`config.mk`:
```
export PLATFORM = sky130hd
export DESIGN_NAME = first_fit_core_ram_allocator_top
export DESIGN_NICKNAME = d
export VERILOG_FILES = /design/src/rtl/ffa_pkg.sv /design/src/rtl/first_fit_core_ram_allocator_top.sv /design/src/rtl/ffa_cell.sv
export SDC_FILE = /design/constraint.sdc
export NUM_CORES = 2
export LEC_CHECK = 0
export ABC_AREA = 1
export BUFFER_PORTS_ARGS = -buffer_cell sky130_fd_sc_hd__buf_4
export CAP_MARGIN = 5
export CELL_PAD_IN_SITES_DETAIL_PLACEMENT = 1
export CELL_PAD_IN_SITES_GLOBAL_PLACEMENT = 1
export CORE_MARGIN = 2
export CORE_UTILIZATION = 49
export DETAILED_ROUTE_END_ITERATION = 10
export GPL_ROUTABILITY_DRIVEN = 0
export PLACE_DENSITY = 0.83
export SLEW_MARGIN = 20
export SYNTH_ARGS = -nofsm -noshare
export SYNTH_HDL_FRONTEND = slang
export SYNTH_SLANG_ARGS = --single-unit
```
`constraint.sdc`:
```
create_clock -name clk -period 7.35 [get_ports clk]
set_clock_uncertainty 0.05 [all_clocks]
set_input_delay 2.205 -clock clk [delete_from_list [all_inputs] [get_ports clk]]
set_output_delay 2.205 -clock clk [all_outputs]
set_load 0.01 [all_outputs]
```
`src/rtl/ffa_pkg.sv`:
```
package ffa_pkg;

  localparam int SLOT_W   = 3;
  localparam int CORE_W   = 10;
  localparam int RAM_W    = 20;
  localparam int TOTAL_W  = 13;
  localparam int FUNC_W   = 2;
  localparam int STATUS_W = 2;

  localparam logic [CORE_W-1:0]  CORE_MAX  = '1;
  localparam logic [RAM_W-1:0]   RAM_MAX   = '1;
  localparam logic [TOTAL_W-1:0] TOTAL_MAX = '1;

  localparam logic [FUNC_W-1:0] FUNC_REQUEST = 2'd0;
  localparam logic [FUNC_W-1:0] FUNC_RELEASE = 2'd1;
  localparam logic [FUNC_W-1:0] FUNC_LOAD    = 2'd2;

  localparam logic [STATUS_W-1:0] STATUS_GRANTED = 2'd0;
  localparam logic [STATUS_W-1:0] STATUS_NO_FIT  = 2'd1;
  localparam logic [STATUS_W-1:0] STATUS_NO_IDLE = 2'd2;
  localparam logic [STATUS_W-1:0] STATUS_DONE    = 2'd3;

  // One transaction as it walks from cell to cell.
  typedef struct packed {
    logic              valid;
    logic [FUNC_W-1:0] func;
    logic [SLOT_W-1:0] slot;
    logic [CORE_W-1:0] cores;
    logic [RAM_W-1:0]  ram;
    logic              granted;
    logic [SLOT_W-1:0] chosen;
  } token_t;

endpackage

```
`src/rtl/first_fit_core_ram_allocator_top.sv`:
```
// Channel   Handshake             Ports
// input     start & !busy         in_func, in_slot_index, in_core_count, in_ram_mib
// result    out_strobe (1 cycle)  out_status, out_chosen_slot, out_idle_total
//
// A request made while no cores are idle is answered in the cycle after it is taken.
// Every other transaction walks the chain of slot cells, one cell per cycle, and its
// result is registered once it leaves the last cell; busy is high until then.
// A new transaction may be taken in the cycle its predecessor's result is shown.
// Synchronous active-low reset empties every slot and the idle total.
// The receiver cannot stall: each result is valid for exactly one cycle.
module first_fit_core_ram_allocator_top #(
  parameter int SLOT_COUNT = 8
) (
  input  logic                          clk,
  input  logic                          rst_n,
  input  logic                          start,
  output logic                          busy,
  input  logic [ffa_pkg::FUNC_W-1:0]    in_func,
  input  logic [ffa_pkg::SLOT_W-1:0]    in_slot_index,
  input  logic [ffa_pkg::CORE_W-1:0]    in_core_count,
  input  logic [ffa_pkg::RAM_W-1:0]     in_ram_mib,
  output logic                          out_strobe,
  output logic [ffa_pkg::STATUS_W-1:0]  out_status,
  output logic [ffa_pkg::SLOT_W-1:0]    out_chosen_slot,
  output logic [ffa_pkg::TOTAL_W-1:0]   out_idle_total
);

  localparam logic [6:0] SLOT_LIMIT = 7'(SLOT_COUNT);

  typedef enum logic {
    S_IDLE,
    S_WALK
  } state_t;

  state_t                        state_r, state_nxt;
  ffa_pkg::token_t               tok_r, tok_nxt;
  logic                          strobe_r, strobe_nxt;
  logic [ffa_pkg::STATUS_W-1:0]  status_r, status_nxt;
  logic [ffa_pkg::SLOT_W-1:0]    chosen_r, chosen_nxt;
  logic [ffa_pkg::TOTAL_W-1:0]   total_r, total_nxt;

  ffa_pkg::token_t               tok_chain [SLOT_COUNT+1];
  logic [SLOT_COUNT:0]           tok_valid;
  ffa_pkg::token_t               tok_end;
  logic                          in_range;
  logic [ffa_pkg::TOTAL_W:0]     total_sum;

  assign tok_chain[0] = tok_r;

  for (genvar i = 0; i < SLOT_COUNT; i++) begin : g_cell
    ffa_cell #(
      .CELL_ID(i)
    ) u_cell (
      .clk    (clk),
      .rst_n  (rst_n),
      .tok_in (tok_chain[i]),
      .tok_out(tok_chain[i+1])
    );
  end

  for (genvar i = 0; i <= SLOT_COUNT; i++) begin : g_valid
    assign tok_valid[i] = tok_chain[i].valid;
  end

  assign tok_end   = tok_chain[SLOT_COUNT];
  assign in_range  = ({4'b0, tok_end.slot} < SLOT_LIMIT);
  assign total_sum = {1'b0, total_r} + {4'b0, tok_end.cores};

  always_comb begin
    state_nxt     = state_r;
    tok_nxt       = tok_r;
    tok_nxt.valid = 1'b0;
    strobe_nxt    = 1'b0;
    status_nxt    = status_r;
    chosen_nxt    = chosen_r;
    total_nxt     = total_r;
    unique case (state_r)
      S_IDLE: begin
        if (start) begin
          if (in_func == ffa_pkg::FUNC_REQUEST && total_r == '0) begin
            strobe_nxt = 1'b1;
            status_nxt = ffa_pkg::STATUS_NO_IDLE;
            chosen_nxt = '0;
          end else begin
            tok_nxt.valid   = 1'b1;
            tok_nxt.func    = in_func;
            tok_nxt.slot    = in_slot_index;
            tok_nxt.cores   = in_core_count;
            tok_nxt.ram     = in_ram_mib;
            tok_nxt.granted = 1'b0;
            tok_nxt.chosen  = '0;
            state_nxt       = S_WALK;
          end
        end
      end
      S_WALK: begin
        if (tok_end.valid) begin
          strobe_nxt = 1'b1;
          state_nxt  = S_IDLE;
          chosen_nxt = '0;
          status_nxt = ffa_pkg::STATUS_DONE;
          if (tok_end.func == ffa_pkg::FUNC_REQUEST) begin
            if (tok_end.granted) begin
              status_nxt = ffa_pkg::STATUS_GRANTED;
              chosen_nxt = tok_end.chosen;
              total_nxt  = ({3'b0, tok_end.cores} > total_r) ? '0 :
                           total_r - {3'b0, tok_end.cores};
            end else begin
              status_nxt = ffa_pkg::STATUS_NO_FIT;
            end
          end else if ((tok_end.func == ffa_pkg::FUNC_RELEASE ||
                        tok_end.func == ffa_pkg::FUNC_LOAD) && in_range) begin
            total_nxt = total_sum[ffa_pkg::TOTAL_W] ? ffa_pkg::TOTAL_MAX :
                        total_sum[ffa_pkg::TOTAL_W-1:0];
          end
        end
      end
      default: begin
        state_nxt = S_IDLE;
      end
    endcase
  end

  always_ff @(posedge clk) begin
    if (!rst_n) begin
      state_r     <= S_IDLE;
      tok_r.valid <= 1'b0;
      strobe_r    <= 1'b0;
      status_r    <= ffa_pkg::STATUS_DONE;
      chosen_r    <= '0;
      total_r     <= '0;
    end else begin
      state_r  <= state_nxt;
      tok_r    <= tok_nxt;
      strobe_r <= strobe_nxt;
      status_r <= status_nxt;
      chosen_r <= chosen_nxt;
      total_r  <= total_nxt;
    end
  end

  assign busy            = (state_r == S_WALK);
  assign out_strobe      = strobe_r;
  assign out_status      = status_r;
  assign out_chosen_slot = chosen_r;
  assign out_idle_total  = total_r;

`ifndef SYNTHESIS
  // Only one transaction is ever in flight along the chain.
  a_single_token: assert property (@(posedge clk) disable iff (!rst_n)
    $onehot0(tok_valid))
    else $error("more than one transaction in the slot chain");

  a_strobe_frees: assert property (@(posedge clk) disable iff (!rst_n)
    out_strobe |-> !busy)
    else $error("result shown while still busy");

  a_grant_slot: assert property (@(posedge clk) disable iff (!rst_n)
    (out_strobe && out_status == ffa_pkg::STATUS_GRANTED) |->
      ({4'b0, out_chosen_slot} < SLOT_LIMIT))
    else $error("granted slot beyond the slot count");

  a_no_idle_total: assert property (@(posedge clk) disable iff (!rst_n)
    (out_strobe && out_status == ffa_pkg::STATUS_NO_IDLE) |->
      (out_idle_total == '0 && out_chosen_slot == '0))
    else $error("refusal for no idle cores with a non-zero total");

  a_accept_walk: assert property (@(posedge clk) disable iff (!rst_n)
    (start && !busy && !(in_func == ffa_pkg::FUNC_REQUEST && out_idle_total == '0)) |=>
      (busy && tok_valid[0]))
    else $error("accepted transaction did not enter the chain");
`endif

endmodule

```
`src/rtl/ffa_cell.sv`:
```
module ffa_cell #(
  parameter int CELL_ID = 0
) (
  input  logic            clk,
  input  logic            rst_n,
  input  ffa_pkg::token_t tok_in,
  output ffa_pkg::token_t tok_out
);

  localparam logic [ffa_pkg::SLOT_W-1:0] ID_LOW    = ffa_pkg::SLOT_W'(CELL_ID % 8);
  localparam logic                       ADDRESSED = (CELL_ID < 8);

  logic [ffa_pkg::CORE_W-1:0] free_cores_r, free_cores_nxt;
  logic [ffa_pkg::RAM_W-1:0]  free_ram_r, free_ram_nxt;
  ffa_pkg::token_t            tok_r, tok_nxt;

  logic                       fits;
  logic                       hit;
  logic [ffa_pkg::CORE_W:0]   core_sum;
  logic [ffa_pkg::RAM_W:0]    ram_sum;

  assign fits = !tok_in.granted && (tok_in.cores <= free_cores_r) &&
                (tok_in.ram <= free_ram_r);
  assign hit  = ADDRESSED && (tok_in.slot == ID_LOW);
  assign core_sum = {1'b0, free_cores_r} + {1'b0, tok_in.cores};
  assign ram_sum  = {1'b0, free_ram_r} + {1'b0, tok_in.ram};

  always_comb begin
    free_cores_nxt = free_cores_r;
    free_ram_nxt   = free_ram_r;
    tok_nxt        = tok_in;
    if (tok_in.valid) begin
      unique case (tok_in.func)
        ffa_pkg::FUNC_REQUEST: begin
          if (fits) begin
            free_cores_nxt  = free_cores_r - tok_in.cores;
            free_ram_nxt    = free_ram_r - tok_in.ram;
            tok_nxt.granted = 1'b1;
            tok_nxt.chosen  = ID_LOW;
          end
        end
        ffa_pkg::FUNC_RELEASE: begin
          if (hit) begin
            free_cores_nxt = core_sum[ffa_pkg::CORE_W] ? ffa_pkg::CORE_MAX :
                             core_sum[ffa_pkg::CORE_W-1:0];
            free_ram_nxt   = ram_sum[ffa_pkg::RAM_W] ? ffa_pkg::RAM_MAX :
                             ram_sum[ffa_pkg::RAM_W-1:0];
          end
        end
        ffa_pkg::FUNC_LOAD: begin
          if (hit) begin
            free_cores_nxt = tok_in.cores;
            free_ram_nxt   = tok_in.ram;
          end
        end
        default: begin
        end
      endcase
    end
  end

  always_ff @(posedge clk) begin
    if (!rst_n) begin
      free_cores_r <= '0;
      free_ram_r   <= '0;
      tok_r.valid  <= 1'b0;
    end else begin
      free_cores_r <= free_cores_nxt;
      free_ram_r   <= free_ram_nxt;
      tok_r        <= tok_nxt;
    end
  end

  assign tok_out = tok_r;

endmodule

```
==> impl_metrics.toml <==
[placement]
dp_hpwl_mm = 144
io_buffers = 57

[clock_network]
cts_tree = "yes"
htree_levels = 3
cts.sinks = 586
cts_resized = 0
numCtsBuffers = 73
hold_buffers = 0
cts_buffer_depth = 3
clock_latency_ps = 680
cts_root_buf = "clkbuf_16"
cts_setup_buffers = 0
path_clk_slew_ps = 60

[sta]
fin_setup_tns_ps = 0
drv_slew = 0
hold_viol_final = 0
rsz0062_at_grt = "false"
max_freq_mhz = 248
slew_headroom_pct = 29.2
setup_violations = 0
fin_hold_ws_ps = 396
period_minus_slack_ps = 4030
finalCritPeriodShare_pct = 54.8
worstMarginPinSlew_ps = 1060

[setup_path]
r2r_setup_slack_ps = 3320
slowest_stage = "clkinv_2"
cp.required_ps = 7850
path_cells = "inv_1 > ha_1 > a21o_1 > a21oi_1 > nand3_2 > nand2_1 > nand2_1 > nand2_1 > nand2_1 > nand2_2 > clkinv_2 > o21ai_0 > nor2_1"
cp-start-kind = "flip-flop"
cp_common_cell = "nand2_1"
endpoint_kind = "flip-flop"
crit_type = "flip-flop to flip-flop"
slowest_delay_ps = 770
crit_path_max_fanout = 39
arrival_ps = 4530

[grt]
antenna_found_initial = 2
grt_max_degree = 178
grtUsageTotal_pct = 33.7
grt.overflow.total = 0
grt_pass1_vias = 57200
grt_pass1_wl_mm = 307

[logic_synthesis]
synth_area_mm2 = 0.0540
synthCells = 8081
synth_cell_type_count = 65
ys_async_sr_fraction_pct = 0
synthFlopType = "edfxtp_1"
ys_seq_area_share_pct = 27.6
netlist.area_leader.share_pct = 17.6
synth_seq_cells = 586
synth.avg_cell_area_um2 = 6.68
synth_enable_flop_cells = 317
ys_warn_count = 0
synth.area.top_cells = "edfxtp_1 18%, nand2_1 14%, ha_1 12%, dfxtp_1 10%, a21oi_1 7.6%"
syn_nets = 8686
yosys.area.top_type = "edfxtp_1"

[route]
routed_wl_mm = 193
viasPerCell = 5.82
wl_met2_mm = 93.0
wl_met1_mm = 82.8
wl_met3_mm = 8.97
drtAntennaViolNets = 0
top_layer = "met4"
via_count = 54800
firstDrtPassIters = 5
avgRoutedWirePerCell_um = 20.5
drc_errors = 0
initialDrtViolationCount = 3827

[run_status]
status = "completed"

[finish]
fill_cells = 14600
area_delta_synth_final_pct = 6.49
layout-drive-gt1-share_pct = 4.29
postLayoutCoreUtil_pct = 52.7
layout.nets = 8544

[floorplanning]
die-area_mm2 = 0.113
die_x_um = 336
core_mm2 = 0.109
start_util_pct = 49.5
fp.dieH_um = 336
row_count = 121
io_pins = 58

[power]
p_seq_share_pct = 41.4
swShare_pct = 31.3
p_per_area_mw_per_mm2 = 157
ir_worst_vdd_v = 0.000210
p_leak_nw = 29.0
power.net_switching_mw = 2.83
clkPwrFrac_pct = 43.4
p_comb_share_pct = 15.2
p_int_mw = 6.21

[min_path]
min_path_type = "flip-flop to flip-flop"

[job]
maxCapViolations = 0
synth_stat cells (7+ instances only):
library cell  number
nand4_1           94
buf_4             38
edfxtp_1         317
a31oi_1           25
xnor2_1           19
nor4_1            16
nand2_1         1994
ha_1             533
o21ai_0          525
clkbuf_2          15
clkbuf_1         108
a22oi_1           22
or2_2             20
o21ai_1           84
buf_1             18
nor3_1            78
inv_2             17
xor2_1           183
nand3_1          472
o21a_1            23
a21oi_1          820
a21boi_0          18
a21o_1            35
and2_1            15
buf_2            117
a21oi_2           21
nand3b_1          17
buf_6             17
nand2_2           21
nor2_1           838
o211ai_1           7
o21bai_1          84
nand3_2            8
fa_1              34
inv_1           1082
dfxtp_1          269
through the flow:
stage	total power, mW	cells	instance area, µm²	setup WS (ps)
6_report	9.03	9416	57500	3320
5_1_grt	9.36	9414	57500	3110
4_1_cts	9.05	9412	57400	3420
3_5_place_dp	5.14	9276	54900	2780
3_3_place_gp	5.08	9276	54900	2800
2_1_floorplan	4.67	8081	54000	2530
final timing paths:
kind                                startpoint                                to  cells after the start
setup / recovery  g_cell[1].u_cell.tok_out[13]  g_cell[2].u_cell.free_cores_r[3]                     13
hold / removal    g_cell[5].u_cell.tok_out[34]      g_cell[6].u_cell.tok_out[34]                      0
setup reg to reg  g_cell[1].u_cell.tok_out[13]  g_cell[2].u_cell.free_cores_r[3]                     13
hold reg to reg   g_cell[5].u_cell.tok_out[34]      g_cell[6].u_cell.tok_out[34]                      0
flip-flops by register name, indices dropped and copies added, names as in the netlist:
signal / count
tok_chain: 36
out_strobe: 1
g_cell.u_cell.free_ram_r: 160
g_cell.u_cell.tok_out: 290
out_idle_total: 13
out_chosen_slot: 3
busy: 1
out_status: 2
g_cell.u_cell.free_cores_r: 80
power by group through the flow:
| stage | registers [mW] | clock network, mW | logic (mW) |
|---|---|---|---|
| after CTS | 3.74 | 3.96 | 1.35 |
| after global routing | 3.75 | 4.09 | 1.53 |
| after global placement | 3.80 | 0 | 1.28 |
| final | 3.74 | 3.92 | 1.37 |
| after floorplan | 3.71 | 0 | 0.953 |
| after detailed placement | 3.81 | 0 | 1.33 |
cell families after synthesis:
logic type      share of synthesized area [%]
simple gates                             27.6
compound gates                           17.2
buf+inv                                  10.7
flops                                    27.6
fa+ha+maj                                13.6
xor+xnor                                 3.28
mux                                    0.0185
final cells by class:
class / instances / area (µm²) / area share [%]
tap: 1414 / 1770 / 3.08
antenna: 2 / 5.00 / 0.00871
sequential: 586 / 14900 / 25.9
clock buffer: 88 / 1980 / 3.44
clock inverter: 48 / 586 / 1.02
timing repair buffer: 97 / 781 / 1.36
multi-input combinational: 6072 / 33300 / 57.9
inverter: 1109 / 4170 / 7.26
placed cells by master (no fill, tap or decap), types with 19 or more instances in the layout:
cell type,instances
a31oi_1,25
o21ai_0,525
o21ai_1,84
xnor2_1,19
nand3_1,472
buf_4,92
or2_2,20
dfxtp_1,269
o21a_1,23
nor2_1,837
edfxtp_1,317
a21o_1,35
nor3_1,78
a22oi_1,22
o21bai_1,84
nand2_1,1994
a21oi_1,820
nand4_1,94
fa_1,34
xor2_1,183
inv_1,1082
a21oi_2,21
ha_1,533
nand2_2,21
clkbuf_16,76
layer usage:
metal  vias up  GRT usage, %
li1      26000             -
met1     26900          42.1
met2      1449          59.0
met3       437          3.56
met4         0          14.2
met5         -             0
critical path, delay by kind of cell, from the launching register on:
family	cells	cell delay, ps
AO/OA/AOI/OAI	3	870
flip-flops	1	490
adder cells (fa/ha/maj)	1	400
AND/OR/NAND/NOR	7	1200
buffers and inverters	2	850
No activity file was read; power rests on OpenSTA's default activity.
